### src/rtl/sdpg_pkg.sv
package sdpg_pkg;

  // Field widths
  localparam int TB_W    = 27;   // timebase and rate fields
  localparam int STEP_W  = 32;   // signed step count
  localparam int REM_W   = 31;   // step countdown
  localparam int COUNT_WIDTH = 32;  // phase counter and period registers

  // Width used when the period is clamped to the counter range
  localparam int SAT_W = (COUNT_WIDTH > TB_W) ? COUNT_WIDTH : TB_W;

  // Divider iteration count width
  localparam int DIV_CNT_W = $clog2(TB_W + 1);

  localparam logic [TB_W-1:0] TB_RESET = TB_W'(1000000);

  // Command codes
  typedef enum logic [1:0] {
    CMD_MOVE      = 2'd0,
    CMD_STOP_HOLD = 2'd1,
    CMD_STOP_REL  = 2'd2,
    CMD_TICK      = 2'd3
  } cmd_e;

endpackage

### src/rtl/sdpg_div.sv
// Restoring divider, one quotient bit per cycle.
module sdpg_div import sdpg_pkg::*; (
  input  logic            clk_i,
  input  logic            rst_ni,
  input  logic            start_i,
  input  logic [TB_W-1:0] dividend_i,
  input  logic [TB_W-1:0] divisor_i,
  output logic            done_o,
  output logic [TB_W-1:0] quotient_o
);

  logic                 busy_q, busy_d;
  logic                 done_q, done_d;
  logic [DIV_CNT_W-1:0] cnt_q, cnt_d;
  logic [TB_W-1:0]      num_q, num_d;   // dividend shifts out, quotient shifts in
  logic [TB_W-1:0]      rem_q, rem_d;
  logic [TB_W-1:0]      div_q, div_d;
  logic [TB_W:0]        shifted;
  logic [TB_W:0]        trial;

  // One trial subtraction per cycle
  always_comb begin
    shifted = {rem_q, num_q[TB_W-1]};
    trial   = shifted - {1'b0, div_q};
    busy_d  = busy_q;
    done_d  = 1'b0;
    cnt_d   = cnt_q;
    num_d   = num_q;
    rem_d   = rem_q;
    div_d   = div_q;
    if (start_i) begin
      busy_d = 1'b1;
      cnt_d  = DIV_CNT_W'(TB_W);
      num_d  = dividend_i;
      rem_d  = '0;
      div_d  = divisor_i;
    end else if (busy_q) begin
      if (trial[TB_W]) begin
        rem_d = shifted[TB_W-1:0];
      end else begin
        rem_d = trial[TB_W-1:0];
      end
      num_d = {num_q[TB_W-2:0], ~trial[TB_W]};
      cnt_d = cnt_q - 1'b1;
      if (cnt_q == DIV_CNT_W'(1)) begin
        busy_d = 1'b0;
        done_d = 1'b1;
      end
    end
  end

  always_ff @(posedge clk_i or negedge rst_ni) begin
    if (!rst_ni) begin
      busy_q <= 1'b0;
      done_q <= 1'b0;
      cnt_q  <= '0;
    end else begin
      busy_q <= busy_d;
      done_q <= done_d;
      cnt_q  <= cnt_d;
    end
  end

  always_ff @(posedge clk_i) begin
    num_q <= num_d;
    rem_q <= rem_d;
    div_q <= div_d;
  end

  assign done_o     = done_q;
  assign quotient_o = num_q;

endmodule

### src/rtl/step_dir_pulse_generator.sv
// Step/direction pulse generator for a stepper driver. Each input transaction
// returns exactly one result transaction. Tick, stop and zero-step move
// commands return their result in the cycle after they are taken, so ticks
// can be sent every clock cycle when the result side does not stall. A move
// with nonzero steps gets its period, timebase_hz / step_rate_hz, from a
// restoring divider at one quotient bit per cycle, started as it is taken;
// the move loads when the divide ends, the input stalling meanwhile. Write
// timebase_hz (cfg_we_i / cfg_wdata_i) while idle; the block does not enforce it.
module step_dir_pulse_generator import sdpg_pkg::*; (
  input  logic                     clk_i,
  input  logic                     rst_ni,
  // configuration
  input  logic                     cfg_we_i,
  input  logic [TB_W-1:0]          cfg_wdata_i,
  // command channel
  input  logic                     in_valid_i,
  output logic                     in_stall_o,
  input  logic [1:0]               command_i,
  input  logic signed [STEP_W-1:0] step_count_i,
  input  logic [TB_W-1:0]          step_rate_hz_i,
  // result channel
  output logic                     out_valid_o,
  input  logic                     out_stall_i,
  output logic                     step_level_o,
  output logic                     dir_level_o,
  output logic                     enable_level_o,
  output logic                     busy_res_o,
  output logic                     move_done_o
);

  typedef enum logic {
    S_IDLE,
    S_DIV
  } state_e;

  state_e state_q, state_d;

  logic [TB_W-1:0]        timebase_q;
  logic [REM_W-1:0]       steps_rem_q, steps_rem_d;
  logic                   moving_q, moving_d;
  logic [COUNT_WIDTH-1:0] period_top_q, period_top_d;
  logic [COUNT_WIDTH-1:0] half_point_q, half_point_d;
  logic [COUNT_WIDTH-1:0] phase_q, phase_d;
  logic                   dir_q, dir_d;
  logic                   enable_q, enable_d;
  logic [REM_W-1:0]       pend_mag_q, pend_mag_d;
  logic                   pend_neg_q, pend_neg_d;

  logic out_valid_q, out_valid_d;
  logic step_q, step_d;
  logic done_q, done_d;
  logic dir_out_q, dir_out_d;
  logic en_out_q, en_out_d;
  logic busy_out_q, busy_out_d;

  logic                   in_accept;
  logic                   div_start;
  logic                   div_done;
  logic [TB_W-1:0]        div_rate;
  logic [TB_W-1:0]        quotient;
  logic [STEP_W-1:0]      cnt_abs;
  logic [REM_W-1:0]       cnt_mag;
  logic [SAT_W-1:0]       period_wide;
  logic [COUNT_WIDTH-1:0] period_new;
  logic [COUNT_WIDTH:0]   half_sum;
  logic [REM_W-1:0]       rem_dec;

  // Handshake: take a command when idle and the result slot is free or draining
  assign in_stall_o = (state_q != S_IDLE) || (out_valid_q && out_stall_i);
  assign in_accept  = in_valid_i && !in_stall_o;

  // Step count magnitude, saturated to the countdown width
  assign cnt_abs = step_count_i[STEP_W-1] ? (~step_count_i + 1'b1) : step_count_i;
  assign cnt_mag = cnt_abs[STEP_W-1] ? {REM_W{1'b1}} : cnt_abs[REM_W-1:0];

  // Zero rate counts as one
  assign div_rate  = (step_rate_hz_i == '0) ? TB_W'(1) : step_rate_hz_i;
  assign div_start = in_accept && (cmd_e'(command_i) == CMD_MOVE) && (step_count_i != '0);

  sdpg_div u_div (
    .clk_i      (clk_i),
    .rst_ni     (rst_ni),
    .start_i    (div_start),
    .dividend_i (timebase_q),
    .divisor_i  (div_rate),
    .done_o     (div_done),
    .quotient_o (quotient)
  );

  // Period = quotient - 1, floored at zero and clamped to the counter range
  always_comb begin
    if (quotient == '0) begin
      period_wide = '0;
    end else begin
      period_wide = SAT_W'(quotient) - 1'b1;
    end
    if (period_wide > SAT_W'({COUNT_WIDTH{1'b1}})) begin
      period_new = {COUNT_WIDTH{1'b1}};
    end else begin
      period_new = period_wide[COUNT_WIDTH-1:0];
    end
    half_sum = {1'b0, period_new} + 1'b1;
  end

  assign rem_dec = (steps_rem_q != '0) ? (steps_rem_q - 1'b1) : steps_rem_q;

  // Sequencer and move state
  always_comb begin
    state_d      = state_q;
    steps_rem_d  = steps_rem_q;
    moving_d     = moving_q;
    period_top_d = period_top_q;
    half_point_d = half_point_q;
    phase_d      = phase_q;
    dir_d        = dir_q;
    enable_d     = enable_q;
    pend_mag_d   = pend_mag_q;
    pend_neg_d   = pend_neg_q;
    out_valid_d  = out_valid_q && out_stall_i;
    step_d       = step_q;
    done_d       = done_q;
    dir_out_d    = dir_out_q;
    en_out_d     = en_out_q;
    busy_out_d   = busy_out_q;

    case (state_q)
      S_IDLE: begin
        if (in_accept) begin
          step_d = 1'b0;
          done_d = 1'b0;
          case (cmd_e'(command_i))
            CMD_MOVE: begin
              if (step_count_i != '0) begin
                pend_mag_d = cnt_mag;
                pend_neg_d = step_count_i[STEP_W-1];
                state_d    = S_DIV;
              end
            end
            CMD_STOP_HOLD, CMD_STOP_REL: begin
              moving_d    = 1'b0;
              steps_rem_d = '0;
              enable_d    = (cmd_e'(command_i) == CMD_STOP_HOLD);
            end
            CMD_TICK: begin
              if (moving_q) begin
                step_d = (phase_q < half_point_q);
                if (phase_q >= period_top_q) begin
                  phase_d     = '0;
                  steps_rem_d = rem_dec;
                  if (rem_dec == '0) begin
                    moving_d = 1'b0;
                    enable_d = 1'b0;
                    done_d   = 1'b1;
                  end
                end else begin
                  phase_d = phase_q + 1'b1;
                end
              end
            end
            default: begin
            end
          endcase
          // Result follows at once unless a divide is started
          if (state_d == S_IDLE) begin
            out_valid_d = 1'b1;
            dir_out_d   = dir_d;
            en_out_d    = enable_d;
            busy_out_d  = moving_d;
          end
        end
      end
      S_DIV: begin
        if (div_done) begin
          period_top_d = period_new;
          half_point_d = half_sum[COUNT_WIDTH:1];
          phase_d      = '0;
          dir_d        = pend_neg_q;
          enable_d     = 1'b1;
          steps_rem_d  = pend_mag_q;
          moving_d     = 1'b1;
          out_valid_d  = 1'b1;
          dir_out_d    = pend_neg_q;
          en_out_d     = 1'b1;
          busy_out_d   = 1'b1;
          state_d      = S_IDLE;
        end
      end
      default: begin
        state_d = S_IDLE;
      end
    endcase
  end

  // Timebase register
  always_ff @(posedge clk_i or negedge rst_ni) begin
    if (!rst_ni) begin
      timebase_q <= TB_RESET;
    end else if (cfg_we_i) begin
      timebase_q <= cfg_wdata_i;
    end
  end

  // State and registered result
  always_ff @(posedge clk_i or negedge rst_ni) begin
    if (!rst_ni) begin
      state_q      <= S_IDLE;
      steps_rem_q  <= '0;
      moving_q     <= 1'b0;
      period_top_q <= '0;
      half_point_q <= '0;
      phase_q      <= '0;
      dir_q        <= 1'b0;
      enable_q     <= 1'b0;
      out_valid_q  <= 1'b0;
    end else begin
      state_q      <= state_d;
      steps_rem_q  <= steps_rem_d;
      moving_q     <= moving_d;
      period_top_q <= period_top_d;
      half_point_q <= half_point_d;
      phase_q      <= phase_d;
      dir_q        <= dir_d;
      enable_q     <= enable_d;
      out_valid_q  <= out_valid_d;
    end
  end

  // Payload registers
  always_ff @(posedge clk_i) begin
    pend_mag_q <= pend_mag_d;
    pend_neg_q <= pend_neg_d;
    step_q     <= step_d;
    done_q     <= done_d;
    dir_out_q  <= dir_out_d;
    en_out_q   <= en_out_d;
    busy_out_q <= busy_out_d;
  end

  assign out_valid_o    = out_valid_q;
  assign step_level_o   = step_q;
  assign dir_level_o    = dir_out_q;
  assign enable_level_o = en_out_q;
  assign busy_res_o     = busy_out_q;
  assign move_done_o    = done_q;

  // A move in progress always has the driver enabled
  a_moving_enabled: assert property (@(posedge clk_i) disable iff (!rst_ni)
    moving_q |-> enable_q)
    else $error("moving with driver disabled");

  // A move in progress always has steps left
  a_moving_steps: assert property (@(posedge clk_i) disable iff (!rst_ni)
    moving_q |-> (steps_rem_q != '0))
    else $error("moving with zero steps remaining");

  // The divider only finishes while the sequencer waits for it
  a_div_done_state: assert property (@(posedge clk_i) disable iff (!rst_ni)
    div_done |-> (state_q == S_DIV))
    else $error("divider finished outside divide state");

  // No result is pending while a divide runs
  a_div_no_result: assert property (@(posedge clk_i) disable iff (!rst_ni)
    (state_q == S_DIV) |-> !out_valid_q)
    else $error("result pending during divide");

  // Half point never passes the period end
  a_half_le_period: assert property (@(posedge clk_i) disable iff (!rst_ni)
    half_point_q <= period_top_q)
    else $error("half point beyond period");

endmodule
### config.mk
export PLATFORM = sky130hd
export DESIGN_NAME = step_dir_pulse_generator
export DESIGN_NICKNAME = d
export VERILOG_FILES = /design/src/rtl/sdpg_pkg.sv /design/src/rtl/sdpg_div.sv /design/src/rtl/step_dir_pulse_generator.sv
export SDC_FILE = /design/constraint.sdc
export NUM_CORES = 1
export LEC_CHECK = 0
export BUFFER_PORTS_ARGS = -buffer_cell sky130_fd_sc_hd__buf_2
export CAP_MARGIN = 25
export CORE_MARGIN = 4
export CORE_UTILIZATION = 30
export CTS_BUF_LIST = sky130_fd_sc_hd__clkbuf_4 sky130_fd_sc_hd__clkbuf_8
export DETAILED_ROUTE_END_ITERATION = 12
export PLACE_DENSITY = 0.47
export SKIP_LAST_GASP = 1
export SLEW_MARGIN = 0
export SYNTH_ARGS = -nofsm -noshare
export SYNTH_HDL_FRONTEND = slang
export SYNTH_SLANG_ARGS = --single-unit
export TNS_END_PERCENT = 5
### constraint.sdc
create_clock -name clk_i -period 6.8 [get_ports clk_i]
set_clock_uncertainty 0.2 [all_clocks]
set_input_delay 0 -clock clk_i [delete_from_list [all_inputs] [get_ports clk_i]]
set_output_delay 0 -clock clk_i [all_outputs]
set_load 0.03 [all_outputs]
Yosys cells after proc, flatten, opt, wreduce, memory -nomap -nowiden
Cells that the tools add are included.
- add/subtract/negate cells: 7
- order comparisons: 3
- equal/unequal tests: 12
- multiplexer cells: 62
- bitwise operators: 3
- reductions and logical operators: 23
- operators by type and width (cell ; number):
    $mux W32 ; 8
    $mux W31 ; 5
    $pmux W31 S2 ; 2
    $mux W27 ; 3
    $add A32 B1 Y32 const B ; 2
    $pmux W32 S2 ; 1
    $logic_not A27 Y1 ; 2
    $add A32 B1 Y33 const B ; 1
    $ge A32 B32 Y1 ; 1
    $gt A32 B32 Y1 const B ; 1
    $lt A32 B32 Y1 ; 1
    $mux W1 ; 32
    $not A32 Y32 ; 1
    $reduce_bool A32 Y1 ; 1
    $logic_not A31 Y1 ; 1
    $reduce_bool A31 Y1 ; 1
    $sub A31 B1 Y31 const B ; 1
    $sub A27 B1 Y28 const B ; 1
    $sub A28 B27 Y28 ; 1
    $pmux W1 S2 ; 9
    $mux W5 ; 2
    $reduce_and A2 Y1 ; 4
    $reduce_and A4 Y1 ; 2
    $ne A2 B2 Y1 const B ; 3
    other kinds (16) ; 24
- register bits after elaboration: 284
- bits of input ports: 93
- output and inout port bits: 7
- logic and storage cells: 133

Logic depth before layout (Yosys ltp)
Gate-level depths: netlist of the first run.
- word-level depth: 10
- depth in mapped cells: 17
- gate-level depth less buffers: 13

Cells and area by module
From an unflattened synthesis of the first run, not the netlist that was laid out.
- cell total of the unflattened synthesis: 1907
- area, all modules: 17468.0 µm²
- by module, submodules not included (module ; instances ; cells each ; area each (µm²) ; sequential area each (µm²)):
    step_dir_pulse_generator ; 1 ; 1418 ; 12475.7 ; 4998.5
    sdpg_div ; 1 ; 489 ; 4992.3 ; 2337.2

Worst setup path before layout of the first run
No wires, ideal clock.
- kind: register to register
- start: register u_div.num_q[18], in the netlist u_div.quotient_o[18]
- end: register half_point_q[31]
- setup time: 0.122 ns
- data arrival time: 4.035 ns
- required time: 6.478 ns
- slack: 2.444 ns
- stages on the path, launching flop included: 17
- buffers on the path: 4
- period minus slack after synthesis: 4.356 ns
- cell sequence: edfxtp_1 clkbuf_1 or4_1 nor4_1 and4_1 clkbuf_1 buf_1 buf_1 nor2_1 ha_1 o221ai_1 or2_1 or3_1 or3_1 nor4b_2 and3_1 a32o_1
- longest elaborated chain between the ends: 5
- elaborated cells on any way between the ends: 6
- classes of those cells: 2 x add/sub; 1 x order compare; 2 x mux; 1 x reduce/logical
- ends and longest elaborated chain (item ; line ; RTL):
    start: declaration ; sdpg_div.sv:15 ; logic [TB_W-1:0] num_q, num_d;
    start signal: assignment ; sdpg_div.sv:65 ; num_q <= num_d;
    $sub A27 B1 Y28 / $logic_not A27 Y1 (equally long branches) ; step_dir_pulse_generator.sv:95, step_dir_pulse_generator.sv:92 ;
    $mux W32 * ; step_dir_pulse_generator.sv:92 ; if (quotient == '0) begin
    $gt A32 B32 Y1 ; step_dir_pulse_generator.sv:97 ; if (period_wide > SAT_W'({COUNT_WIDTH{1'b1}})) begin
    $mux W32 * ; step_dir_pulse_generator.sv:97 ;
    via period_new[0] ; step_dir_pulse_generator.sv:64 ; logic [COUNT_WIDTH-1:0] period_new;
    $add A32 B1 Y33 * ; step_dir_pulse_generator.sv:102 ; half_sum = {1'b0, period_new} + 1'b1;
    end signal: assignment ; step_dir_pulse_generator.sv:220 ; half_point_q <= half_point_d;
    end: declaration ; step_dir_pulse_generator.sv:42 ; logic [COUNT_WIDTH-1:0] half_point_q, half_point_d;
Mark *: on every way through the listed nets, which the timed path passes. The rest lies on a longest branch.
A chain may end at the register's enable or synchronous reset.

Final worst setup path of the first run
- start: register steps_rem_q[3]
- end: register en_out_q, in the netlist enable_level_o, data pin
- longest elaborated chain between the ends: 10
- elaborated cells on any way between the ends: 11
- classes of those cells: 1 x add/sub; 8 x mux; 2 x reduce/logical
- ends and longest elaborated chain (item ; line ; RTL):
    start: declaration ; step_dir_pulse_generator.sv:39 ; logic [REM_W-1:0] steps_rem_q, steps_rem_d;
    start signal: assignment ; step_dir_pulse_generator.sv:217 ; steps_rem_q <= steps_rem_d;
    $sub A31 B1 Y31 / $reduce_bool A31 Y1 (equally long branches) ; step_dir_pulse_generator.sv:105 ; assign rem_dec = (steps_rem_q != '0) ? (steps_rem_q - 1'b1) : steps_rem_q;
    $mux W31 * ; step_dir_pulse_generator.sv:105 ;
    $logic_not A31 Y1 * ; step_dir_pulse_generator.sv:150 ; if (rem_dec == '0) begin
    $mux W1 * ; step_dir_pulse_generator.sv:150 ;
    $mux W1 * ; step_dir_pulse_generator.sv:147 ; if (phase_q >= period_top_q) begin
    $mux W1 * ; step_dir_pulse_generator.sv:145 ; if (moving_q) begin
    $pmux W1 S2 * ; step_dir_pulse_generator.sv:131 ; case (cmd_e'(command_i))
    $mux W1 * ; step_dir_pulse_generator.sv:164 ; if (state_d == S_IDLE) begin
    $mux W1 * ; step_dir_pulse_generator.sv:128 ; if (in_accept) begin
    $pmux W1 S2 * ; step_dir_pulse_generator.sv:126 ; case (state_q)
    via en_out_d ; step_dir_pulse_generator.sv:53 ; logic en_out_q, en_out_d;
    end signal: assignment ; step_dir_pulse_generator.sv:235 ; en_out_q <= en_out_d;
    end: declaration ; step_dir_pulse_generator.sv:53 ;
Mark *: on every way through the listed nets, which the timed path passes. The rest lies on a longest branch. The select of a mux whose other input is x is not followed.

==> report_table.html, run 1 <==
<table>
<tr><th>Metric</th><th>Value</th></tr>
<tr><th colspan="2">Routing</th></tr>
<tr><td>Router iterations before antenna repair</td><td>5</td></tr>
<tr><td>Final antenna-violating net count</td><td>0</td></tr>
<tr><td>Detailed Route Iter0 Violations</td><td>943</td></tr>
<tr><td>Average routed wire per standard cell</td><td>16.9 µm</td></tr>
<tr><td>Via count</td><td>14.9k</td></tr>
<tr><td>Wire length after detailed routing</td><td>50.8 mm</td></tr>
<tr><td>Vias per cell</td><td>4.96</td></tr>
<tr><td># DRC</td><td>0</td></tr>
<tr><th colspan="2">Place</th></tr>
<tr><td>Routability-driven placement congestion ratio</td><td>0.849</td></tr>
<tr><td>Post-detailed-placement half-perimeter wirelength</td><td>35.2 mm</td></tr>
<tr><td>Count of input and output buffers</td><td>99</td></tr>
<tr><th colspan="2">Worst hold path</th></tr>
<tr><td>Hold Crit Depth</td><td>4</td></tr>
<tr><td>Classification of the worst-slack hold path</td><td>primary input to flop</td></tr>
<tr><td>Hold EP</td><td>pend_mag_q[0]$_SDFFCE_PP1P_</td></tr>
<tr><td>Launch point of the worst hold path</td><td>step_count_i[0]</td></tr>
<tr><th colspan="2">Synth</th></tr>
<tr><td>Register bit total from synthesis</td><td>280</td></tr>
<tr><td>Area fraction of the dominant cell type after synthesis</td><td>0.222</td></tr>
<tr><td>Synth cell types</td><td>86</td></tr>
<tr><td>Fraction of registers with async set or reset after synthesis</td><td>0.579</td></tr>
<tr><td>Top cells by area in the synthesized netlist</td><td>sky130_fd_sc_hd__dfrtp_1 22%, sky130_fd_sc_hd__edfxtp_1 16%, sky130_fd_sc_hd__ha_1 7.3%</td></tr>
<tr><td>Share of synthesized area occupied by flip-flops and latches</td><td>0.421</td></tr>
<tr><td>Most common cell in the netlist</td><td>sky130_fd_sc_hd__nand2_1</td></tr>
<tr><td>Number of warnings reported in the yosys synthesis log</td><td>0</td></tr>
<tr><td>Area leader, netlist</td><td>sky130_fd_sc_hd__dfrtp_1</td></tr>
<tr><td>Dominant synthesized flop cell</td><td>sky130_fd_sc_hd__dfrtp_1</td></tr>
<tr><td>Gate Count Post-Synth</td><td>1,931</td></tr>
<tr><td>Number of synthesized flops with an enable pin</td><td>91</td></tr>
<tr><td>Leading cell types by count after synthesis</td><td>270 x sky130_fd_sc_hd__nand2_1, 155 x sky130_fd_sc_hd__dfrtp_1, 136 x sky130_fd_sc_hd__nor2_1</td></tr>
<tr><td>Post-synthesis net count</td><td>2,127</td></tr>
<tr><td>Cell Area, Synth</td><td>17,400 µm²</td></tr>
<tr><td>Syn_area_per_cell</td><td>9.03 µm²</td></tr>
<tr><th colspan="2">Clocking</th></tr>
<tr><td>Depth of the CTS H-tree</td><td>2</td></tr>
<tr><td>Worst skew pair latency</td><td>0.63 ns</td></tr>
<tr><td>Gates resized, CTS repair</td><td>0</td></tr>
<tr><td>Number of CTS-inserted buffers</td><td>52</td></tr>
<tr><td>Maximum clock path buffer count</td><td>3</td></tr>
<tr><td>Clock sink count</td><td>280</td></tr>
<tr><td>Clock transition at the registers of the reported paths</td><td>0.06 ns</td></tr>
<tr><td>TritonCTS clock tree</td><td>done</td></tr>
<tr><td>CTS Root Buffer Type</td><td>sky130_fd_sc_hd__clkbuf_8</td></tr>
<tr><th colspan="2">Final layout</th></tr>
<tr><td>Net total in the final layout</td><td>2,389</td></tr>
<tr><td>Fraction of layout cells with a size suffix above 1</td><td>0.124</td></tr>
<tr><td>Final core occ</td><td>0.380</td></tr>
<tr><td>Growth of design area from synthesis to finish</td><td>25.4%</td></tr>
<tr><th colspan="2">Global route</th></tr>
<tr><td>First-pass GRT wire length</td><td>83.2 mm</td></tr>
<tr><td>Met2 usage in global routing</td><td>0.268</td></tr>
<tr><td>Largest net degree at the start of global routing</td><td>70</td></tr>
<tr><td>Remaining global-route overflow</td><td>0</td></tr>
<tr><td>Global-route layer with the greatest usage</td><td>met2</td></tr>
<tr><td>Met3 global-route usage</td><td>0.0257</td></tr>
<tr><td>Number of antenna violations at the first check in global routing</td><td>1</td></tr>
<tr><td>Aggregate global-route resource usage</td><td>0.162</td></tr>
<tr><td>Via count of the first global-routing pass</td><td>15.4k</td></tr>
<tr><td>M1 GR Usage</td><td>0.218</td></tr>
<tr><th colspan="2">STA</th></tr>
<tr><td>Maximum frequency from static timing analysis</td><td>214 MHz</td></tr>
<tr><td>Final period util</td><td>0.687</td></tr>
<tr><td>Post-route setup TNS</td><td>0 ns</td></tr>
<tr><td>Worst hold slack across all endpoints</td><td>0.0832 ns</td></tr>
<tr><td>Total setup violations reported at the end of the flow</td><td>0</td></tr>
<tr><td>Max-slew violation count</td><td>0</td></tr>
<tr><td>Slew at the pin closest to its max-slew limit</td><td>0.938 ns</td></tr>
<tr><td>Worst max-slew margin expressed relative to the limit</td><td>0.359</td></tr>
<tr><td>RSZ-0062 raised after global routing</td><td>no</td></tr>
<tr><td>Final min period</td><td>4.67 ns</td></tr>
<tr><td>Final count of hold timing violations</td><td>0</td></tr>
<tr><th colspan="2">Worst setup path</th></tr>
<tr><td>Endpoint kind of the worst setup timing path</td><td>flop</td></tr>
<tr><td>Worst R2R Path Depth</td><td>10</td></tr>
<tr><td>Crit path buf inv count</td><td>1</td></tr>
<tr><td>Cell Chain, Critical Path</td><td>or4_1 &gt; nor3_1 &gt; o21ai_0 &gt; nor3_1 &gt; xor2_1 &gt; nor4_1 &gt; nand4b_1 &gt; o211ai_1 &gt; nand2_1 &gt; dlygate4sd3_1</td></tr>
<tr><td>CP dominant cell by count</td><td>sky130_fd_sc_hd__nor3_1</td></tr>
<tr><td>Kind of start point of the critical path</td><td>flop</td></tr>
<tr><td>Kind of cell adding the most delay to the critical path</td><td>simple AND/OR/NAND/NOR gates</td></tr>
<tr><td>FF-to-FF End</td><td>enable_level_o$_DFFE_PP_</td></tr>
<tr><td>Critical path data arrival time</td><td>4.84 ns</td></tr>
<tr><td>R2r startpoint</td><td>steps_rem_q[3]$_DFFE_PN0P_</td></tr>
<tr><td>Crit-path max cell delay</td><td>0.72 ns</td></tr>
<tr><td>Minimum setup slack among reg-to-reg paths</td><td>2.13 ns</td></tr>
<tr><td>Cell with the biggest individual delay on the critical path</td><td>sky130_fd_sc_hd__or4_1</td></tr>
<tr><td>Category of the most critical setup path</td><td>flop to flop</td></tr>
<tr><td>Top fanout value on the critical path</td><td>10</td></tr>
<tr><td>Data required time of the critical path</td><td>6.97 ns</td></tr>
<tr><th colspan="2">Flow run</th></tr>
<tr><td>Max-cap violations</td><td>0</td></tr>
<tr><th colspan="2">Floorplanning</th></tr>
<tr><td>Number of standard-cell rows in the floorplan</td><td>88</td></tr>
<tr><td>Full die area</td><td>62,100 µm²</td></tr>
<tr><td>Number of top-level pins</td><td>100</td></tr>
<tr><td>Overall die height</td><td>249 µm</td></tr>
<tr><td>Floorplan die width</td><td>249 µm</td></tr>
<tr><td>Area inside the core boundary</td><td>57,600 µm²</td></tr>
<tr><td>Initial Util</td><td>0.303</td></tr>
<tr><th colspan="2">Status</th></tr>
<tr><td>Status</td><td>complete, no violations</td></tr>
<tr><th colspan="2">Pwr</th></tr>
<tr><td>Largest vdd supply drop</td><td>0.000203 V</td></tr>
<tr><td>Power density over the cells</td><td>363 nW/µm²</td></tr>
<tr><td>Leakage Power</td><td>9.34 nW</td></tr>
</table>
==> final cells by class <==
class	instances	area, µm²
fillers	5841	35700
inverters	130	488
clock buffers	76	958
multi-input cells	1402	9160
repair buffers	327	2810
flip-flops and latches	280	7340
clock inverters	21	175
well taps	765	957
diodes	1	2.50
==> how the worst max path moves through the flow <==
stage	startpoint	end	slack (ns)	cells past startpoint
after floorplan	u_div.quotient_o[18]$_DFFE_PP_	half_point_q[31]$_DFFE_PN0P_	2.44	16
after global placement	step_count_i[3]	u_div.quotient_o[1]$_DFFE_PP_	2.17	13
after detailed placement	step_count_i[3]	u_div.quotient_o[1]$_DFFE_PP_	2.14	13
after CTS	phase_q[22]$_DFFE_PN0P_	enable_level_o$_DFFE_PP_	2.16	10
after global routing	steps_rem_q[0]$_DFFE_PN0P_	enable_level_o$_DFFE_PP_	1.69	12
final	steps_rem_q[3]$_DFFE_PN0P_	enable_level_o$_DFFE_PP_	2.13	10
==> per-stage QoR <==
step           power [mW]  setup slack, ns  area [µm²]  instances
4_1_cts              8.01             2.16       21900       3000
6_report             7.94             2.13       21900       3002
5_1_grt              8.59             1.69       21900       3002
3_3_place_gp         5.99             2.17       18500       2689
3_5_place_dp         6.04             2.14       18600       2691
2_1_floorplan        5.16             2.44       17400       1931
==> routing by layer <==
metal,part of all wire,wire length [µm],up-vias
met2,0.47,23800,284
li1,-,-,7402
met5,0,0,-
met4,0.028,1430,0
met3,0.036,1850,85
met1,0.47,23700,7123
==> sequential cells by signal, indices dropped and copies added, names as in the netlist, 5 cells and up <==
| register | count |
|---|---|
| timebase_q | 27 |
| period_top_q | 28 |
| u_div.quotient_o | 27 |
| phase_q | 32 |
| pend_mag_q | 31 |
| u_div.cnt_q | 5 |
| u_div.div_q | 27 |
| half_point_q | 32 |
| u_div.rem_q | 27 |
| steps_rem_q | 31 |
==> placed cells by master (no fill, tap or decap), types with 41 or more instances in the layout <==
cell type                       Yosys  final
sky130_fd_sc_hd__dfrtp_1          155    155
sky130_fd_sc_hd__edfxtp_1          91     91
sky130_fd_sc_hd__dlygate4sd3_1      0    211
sky130_fd_sc_hd__clkbuf_8           0     62
sky130_fd_sc_hd__xor2_1            74     73
sky130_fd_sc_hd__nand3_1           42     42
sky130_fd_sc_hd__a21oi_1           87     87
sky130_fd_sc_hd__nand2_1          270    269
sky130_fd_sc_hd__inv_1            129    129
sky130_fd_sc_hd__buf_2             13     98
sky130_fd_sc_hd__nor3_1            41     41
sky130_fd_sc_hd__xnor2_1           55     55
sky130_fd_sc_hd__o21ai_0          131    131
sky130_fd_sc_hd__ha_1             102    102
sky130_fd_sc_hd__nor2_1           136    135
==> kinds of logic (layout without fill, tap and decap cells) <==
kind of cell | after synthesis | in the layout | share of synthesized area
XOR/XNOR | 129 | 129 | 0.0648
other | 0 | 1 | 0
flip-flops | 280 | 280 | 0.421
AND/OR/NAND/NOR | 681 | 681 | 0.190
adder cells (fa/ha/maj) | 103 | 103 | 0.0743
multiplexers | 57 | 57 | 0.0351
AO/OA/AOI/OAI | 432 | 432 | 0.159
buffers and inverters | 249 | 554 | 0.0560
==> report_power, final <==
part	leakage, nW	internal (mW)	switching (mW)
Sequential	3.18	2.27	0.520
Combinational	5.56	1.44	1.94
Clock	0.599	1.02	0.758
==> worst reg2reg max path: cells and delay by family (launching register included) <==
kind / cells / cell delay (ns)
compound gates: 2 / 0.63
flops: 1 / 0.45
xor+xnor: 1 / 0.14
simple gates: 6 / 2.44
buf+inv: 1 / 0.55
==> repair_timing <==
action,CTS,global route
hold buffers,212,0
buffers inserted,0,0
hold endpoints to repair,186,0
(Power assumes the default switching activity.)
==> run 2: changes to the inputs <==
clock period = 4.3 ns   (was 6.8 ns; I/O delays follow)
==> run 2 against run 1 <==
Sequential power grew 52%. Design area grew 1.2%. Maximum frequency grew 13%. Core utilization grew 0.47 points. Die area is the same. Global-route usage shrank 0.13 points. Register-to-register slack lost 2.0 ns. Non-clock buffer count grew 38. Via count grew 1.1%. Cell count grew 1.2%. Critical endpoint is now enable_q$_DFFE_PN0P_. Highest routed layer unchanged.
==> report_table.html, run 2 (synthesized netlist as in run 1, its figures left out) <==
<table>
<tr><th>Metric</th><th>Value</th></tr>
<tr><th colspan="2">Status</th></tr>
<tr><td>Status</td><td>complete, no violations</td></tr>
<tr><th colspan="2">Worst setup path</th></tr>
<tr><td>Top fanout value on the critical path</td><td>8</td></tr>
<tr><td>R2r startpoint</td><td>phase_q[28]$_DFFE_PN0P_</td></tr>
<tr><td>Worst R2R Path Depth</td><td>11</td></tr>
<tr><td>Minimum setup slack among reg-to-reg paths</td><td>0.17 ns</td></tr>
<tr><td>Kind of start point of the critical path</td><td>flop</td></tr>
<tr><td>Category of the most critical setup path</td><td>flop to flop</td></tr>
<tr><td>Critical path data arrival time</td><td>4.42 ns</td></tr>
<tr><td>FF-to-FF End</td><td>enable_q$_DFFE_PN0P_</td></tr>
<tr><td>Endpoint kind of the worst setup timing path</td><td>flop</td></tr>
<tr><td>Data required time of the critical path</td><td>4.59 ns</td></tr>
<tr><th colspan="2">STA</th></tr>
<tr><td>Worst max-slew margin expressed relative to the limit</td><td>0.341</td></tr>
<tr><td>Final min period</td><td>4.13 ns</td></tr>
<tr><td>Final period util</td><td>0.960</td></tr>
<tr><td>Final count of hold timing violations</td><td>0</td></tr>
<tr><td>Total setup violations reported at the end of the flow</td><td>0</td></tr>
<tr><td>Maximum frequency from static timing analysis</td><td>242 MHz</td></tr>
<tr><td>Max-slew violation count</td><td>0</td></tr>
<tr><td>RSZ-0062 raised after global routing</td><td>yes</td></tr>
<tr><td>Worst hold slack across all endpoints</td><td>0.110 ns</td></tr>
<tr><td>Final setup slack of the worst path</td><td>0.172 ns</td></tr>
<tr><td>Slew at the pin closest to its max-slew limit</td><td>0.986 ns</td></tr>
<tr><th colspan="2">Place</th></tr>
<tr><td>Routability-driven placement congestion ratio</td><td>0.886</td></tr>
<tr><td>Setup slack after placement</td><td>0.296 ns</td></tr>
<tr><td>Count of input and output buffers</td><td>99</td></tr>
<tr><td>Post-detailed-placement half-perimeter wirelength</td><td>35.8 mm</td></tr>
<tr><th colspan="2">Routing</th></tr>
<tr><td>Detailed Route Iter0 Violations</td><td>823</td></tr>
<tr><td>Wire length after detailed routing</td><td>50.7 mm</td></tr>
<tr><td>Router iterations before antenna repair</td><td>5</td></tr>
<tr><td>Final antenna-violating net count</td><td>0</td></tr>
<tr><td>Via count</td><td>15.1k</td></tr>
<tr><td>Average routed wire per standard cell</td><td>16.7 µm</td></tr>
<tr><td># DRC</td><td>0</td></tr>
<tr><td>Vias per cell</td><td>4.95</td></tr>
<tr><th colspan="2">Global route</th></tr>
<tr><td>Largest net degree at the start of global routing</td><td>80</td></tr>
<tr><td>Global-route layer with the greatest usage</td><td>met2</td></tr>
<tr><td>Remaining global-route overflow</td><td>0</td></tr>
<tr><td>Aggregate global-route resource usage</td><td>0.160</td></tr>
<tr><td>Number of antenna violations at the first check in global routing</td><td>1</td></tr>
<tr><td>Via count of the first global-routing pass</td><td>15.2k</td></tr>
<tr><td>First-pass GRT wire length</td><td>82.6 mm</td></tr>
<tr><td>Met2 usage in global routing</td><td>0.267</td></tr>
<tr><td>M1 GR Usage</td><td>0.221</td></tr>
<tr><td>Met3 global-route usage</td><td>0.0228</td></tr>
<tr><th colspan="2">Pwr</th></tr>
<tr><td>Leakage Power</td><td>9.53 nW</td></tr>
<tr><td>Power density over the cells</td><td>577 nW/µm²</td></tr>
<tr><td>Logic gate share of total power</td><td>0.447</td></tr>
<tr><td>Part of the power in registers</td><td>0.332</td></tr>
<tr><td>P_sw</td><td>5.10 mW</td></tr>
<tr><td>Largest vdd supply drop</td><td>0.000439 V</td></tr>
<tr><td>Share of total power in the clock network</td><td>0.221</td></tr>
<tr><td>Switching part of the total</td><td>0.399</td></tr>
<tr><td>Internal Dissipation</td><td>7.67 mW</td></tr>
<tr><th colspan="2">Floorplanning</th></tr>
<tr><td>Overall die height</td><td>249 µm</td></tr>
<tr><td>Area inside the core boundary</td><td>57,600 µm²</td></tr>
<tr><td>Number of top-level pins</td><td>100</td></tr>
<tr><td>Initial Util</td><td>0.303</td></tr>
<tr><td>Floorplan die width</td><td>249 µm</td></tr>
<tr><td>Number of standard-cell rows in the floorplan</td><td>88</td></tr>
<tr><td>Full die area</td><td>62,100 µm²</td></tr>
<tr><th colspan="2">Final layout</th></tr>
<tr><td>Fraction of layout cells with a size suffix above 1</td><td>0.142</td></tr>
<tr><td>Most frequent cells in the layout</td><td>269 x sky130_fd_sc_hd__nand2_1, 209 x sky130_fd_sc_hd__dlygate4sd3_1, 155 x sky130_fd_sc_hd__dfrtp_1</td></tr>
<tr><td>Final core occ</td><td>0.385</td></tr>
<tr><td>Net total in the final layout</td><td>2,427</td></tr>
<tr><td>Most common cell after layout, fill and taps aside</td><td>sky130_fd_sc_hd__nand2_1</td></tr>
<tr><td>Top flop regs</td><td>half_point_q: 32 flops, phase_q: 32 flops</td></tr>
<tr><td>Growth of design area from synthesis to finish</td><td>27.0%</td></tr>
<tr><th colspan="2">Flow run</th></tr>
<tr><td>Max-cap violations</td><td>0</td></tr>
<tr><th colspan="2">Clocking</th></tr>
<tr><td>Number of CTS-inserted buffers</td><td>52</td></tr>
<tr><td>Clock sink count</td><td>280</td></tr>
<tr><td>Clock transition at the registers of the reported paths</td><td>0.06 ns</td></tr>
<tr><td>Worst skew pair latency</td><td>0.62 ns</td></tr>
<tr><td>TritonCTS clock tree</td><td>done</td></tr>
<tr><td>Maximum clock path buffer count</td><td>3</td></tr>
<tr><td>CTS Root Buffer Type</td><td>sky130_fd_sc_hd__clkbuf_8</td></tr>
<tr><td>Depth of the CTS H-tree</td><td>2</td></tr>
<tr><th colspan="2">Worst hold path</th></tr>
<tr><td>Launch point of the worst hold path</td><td>step_count_i[0]</td></tr>
<tr><td>Hold EP</td><td>pend_mag_q[0]$_SDFFCE_PP1P_</td></tr>
<tr><td>Classification of the worst-slack hold path</td><td>primary input to flop</td></tr>
<tr><td>Hold Crit Depth</td><td>4</td></tr>
</table>
run 2: cell types whose count changed in the layout (fill, tap and decap cells not counted), sizes merged:
cell	delta
inv	-1
dlygate4sd3	-2
clkinv	-1
clkbuf	+2
buf	+40
clkinvlp	-1
run 2: stage by stage:
step           area, µm²  TNS, ns  std cells  power, mW
2_1_floorplan      17400        0       1931       8.15
3_3_place_gp       18800        0       2725       9.73
3_5_place_dp       18800        0       2725       9.76
4_1_cts            22100        0       3031       12.9
5_1_grt            22200  -0.0653       3039       13.8
6_report           22200        0       3039       12.8
run 2: how the worst max path moves through the flow:
stage,from,endpoint,slack (ns),cells past startpoint
2_1_floorplan,u_div.quotient_o[18]$_DFFE_PP_,half_point_q[31]$_DFFE_PN0P_,0.03,16
3_3_place_gp,u_div.quotient_o[1]$_DFFE_PP_,half_point_q[22]$_DFFE_PN0P_,0.39,11
3_5_place_dp,u_div.quotient_o[1]$_DFFE_PP_,half_point_q[22]$_DFFE_PN0P_,0.30,11
4_1_cts,phase_q[28]$_DFFE_PN0P_,enable_q$_DFFE_PN0P_,0.02,11
5_1_grt,steps_rem_q[3]$_DFFE_PN0P_,enable_q$_DFFE_PN0P_,-0.07,10
6_report,phase_q[28]$_DFFE_PN0P_,enable_q$_DFFE_PN0P_,0.17,11
run 2: critical path, stage by stage (launching register included):
cell	delay, ns
sky130_fd_sc_hd__dfrtp_1	0.47
sky130_fd_sc_hd__ha_1	0.32
sky130_fd_sc_hd__nand4_1	0.17
sky130_fd_sc_hd__nor4_2	0.44
sky130_fd_sc_hd__or4b_2	0.61
sky130_fd_sc_hd__o211ai_1	0.27
sky130_fd_sc_hd__buf_4	0.23
sky130_fd_sc_hd__nand4_1	0.11
sky130_fd_sc_hd__nand4b_1	0.32
sky130_fd_sc_hd__nor3_1	0.26
sky130_fd_sc_hd__nor2_1	0.06
sky130_fd_sc_hd__dlygate4sd3_1	0.55
run 2: cell type report:
class,instances,area (µm²)
diodes,1,2.50
clock buffers,78,980
clock inverters,18,159
fillers,5693,35400
inverters,130,488
multi-input cells,1402,9170
flip-flops and latches,280,7340
well taps,765,957
repair buffers,365,3060
run 2: what timing repair did:
| action | CTS | global route |
|---|---|---|
| hold buffers | 210 | 0 |
| resized for setup | 0 | 2 |
| endpoints found under the setup margin | 0 | 2 |
| hold endpoints to repair | 240 | 0 |
| setup buffers | 0 | 6 |
run 2: power groups by stage:
stage	Clock, mW	Sequential [mW]	Combinational, mW
2_1_floorplan	0	4.02	4.13
6_report	2.83	4.24	5.71
4_1_cts	2.95	4.23	5.72
5_1_grt	3.04	4.35	6.42
3_3_place_gp	0	4.27	5.46
3_5_place_dp	0	4.27	5.49
run 2: per-layer routing:
layer,up-vias,routed length (µm)
met5,-,0
met4,0,1100
met3,80,1630
met2,246,23800
met1,7264,24200
li1,7467,-
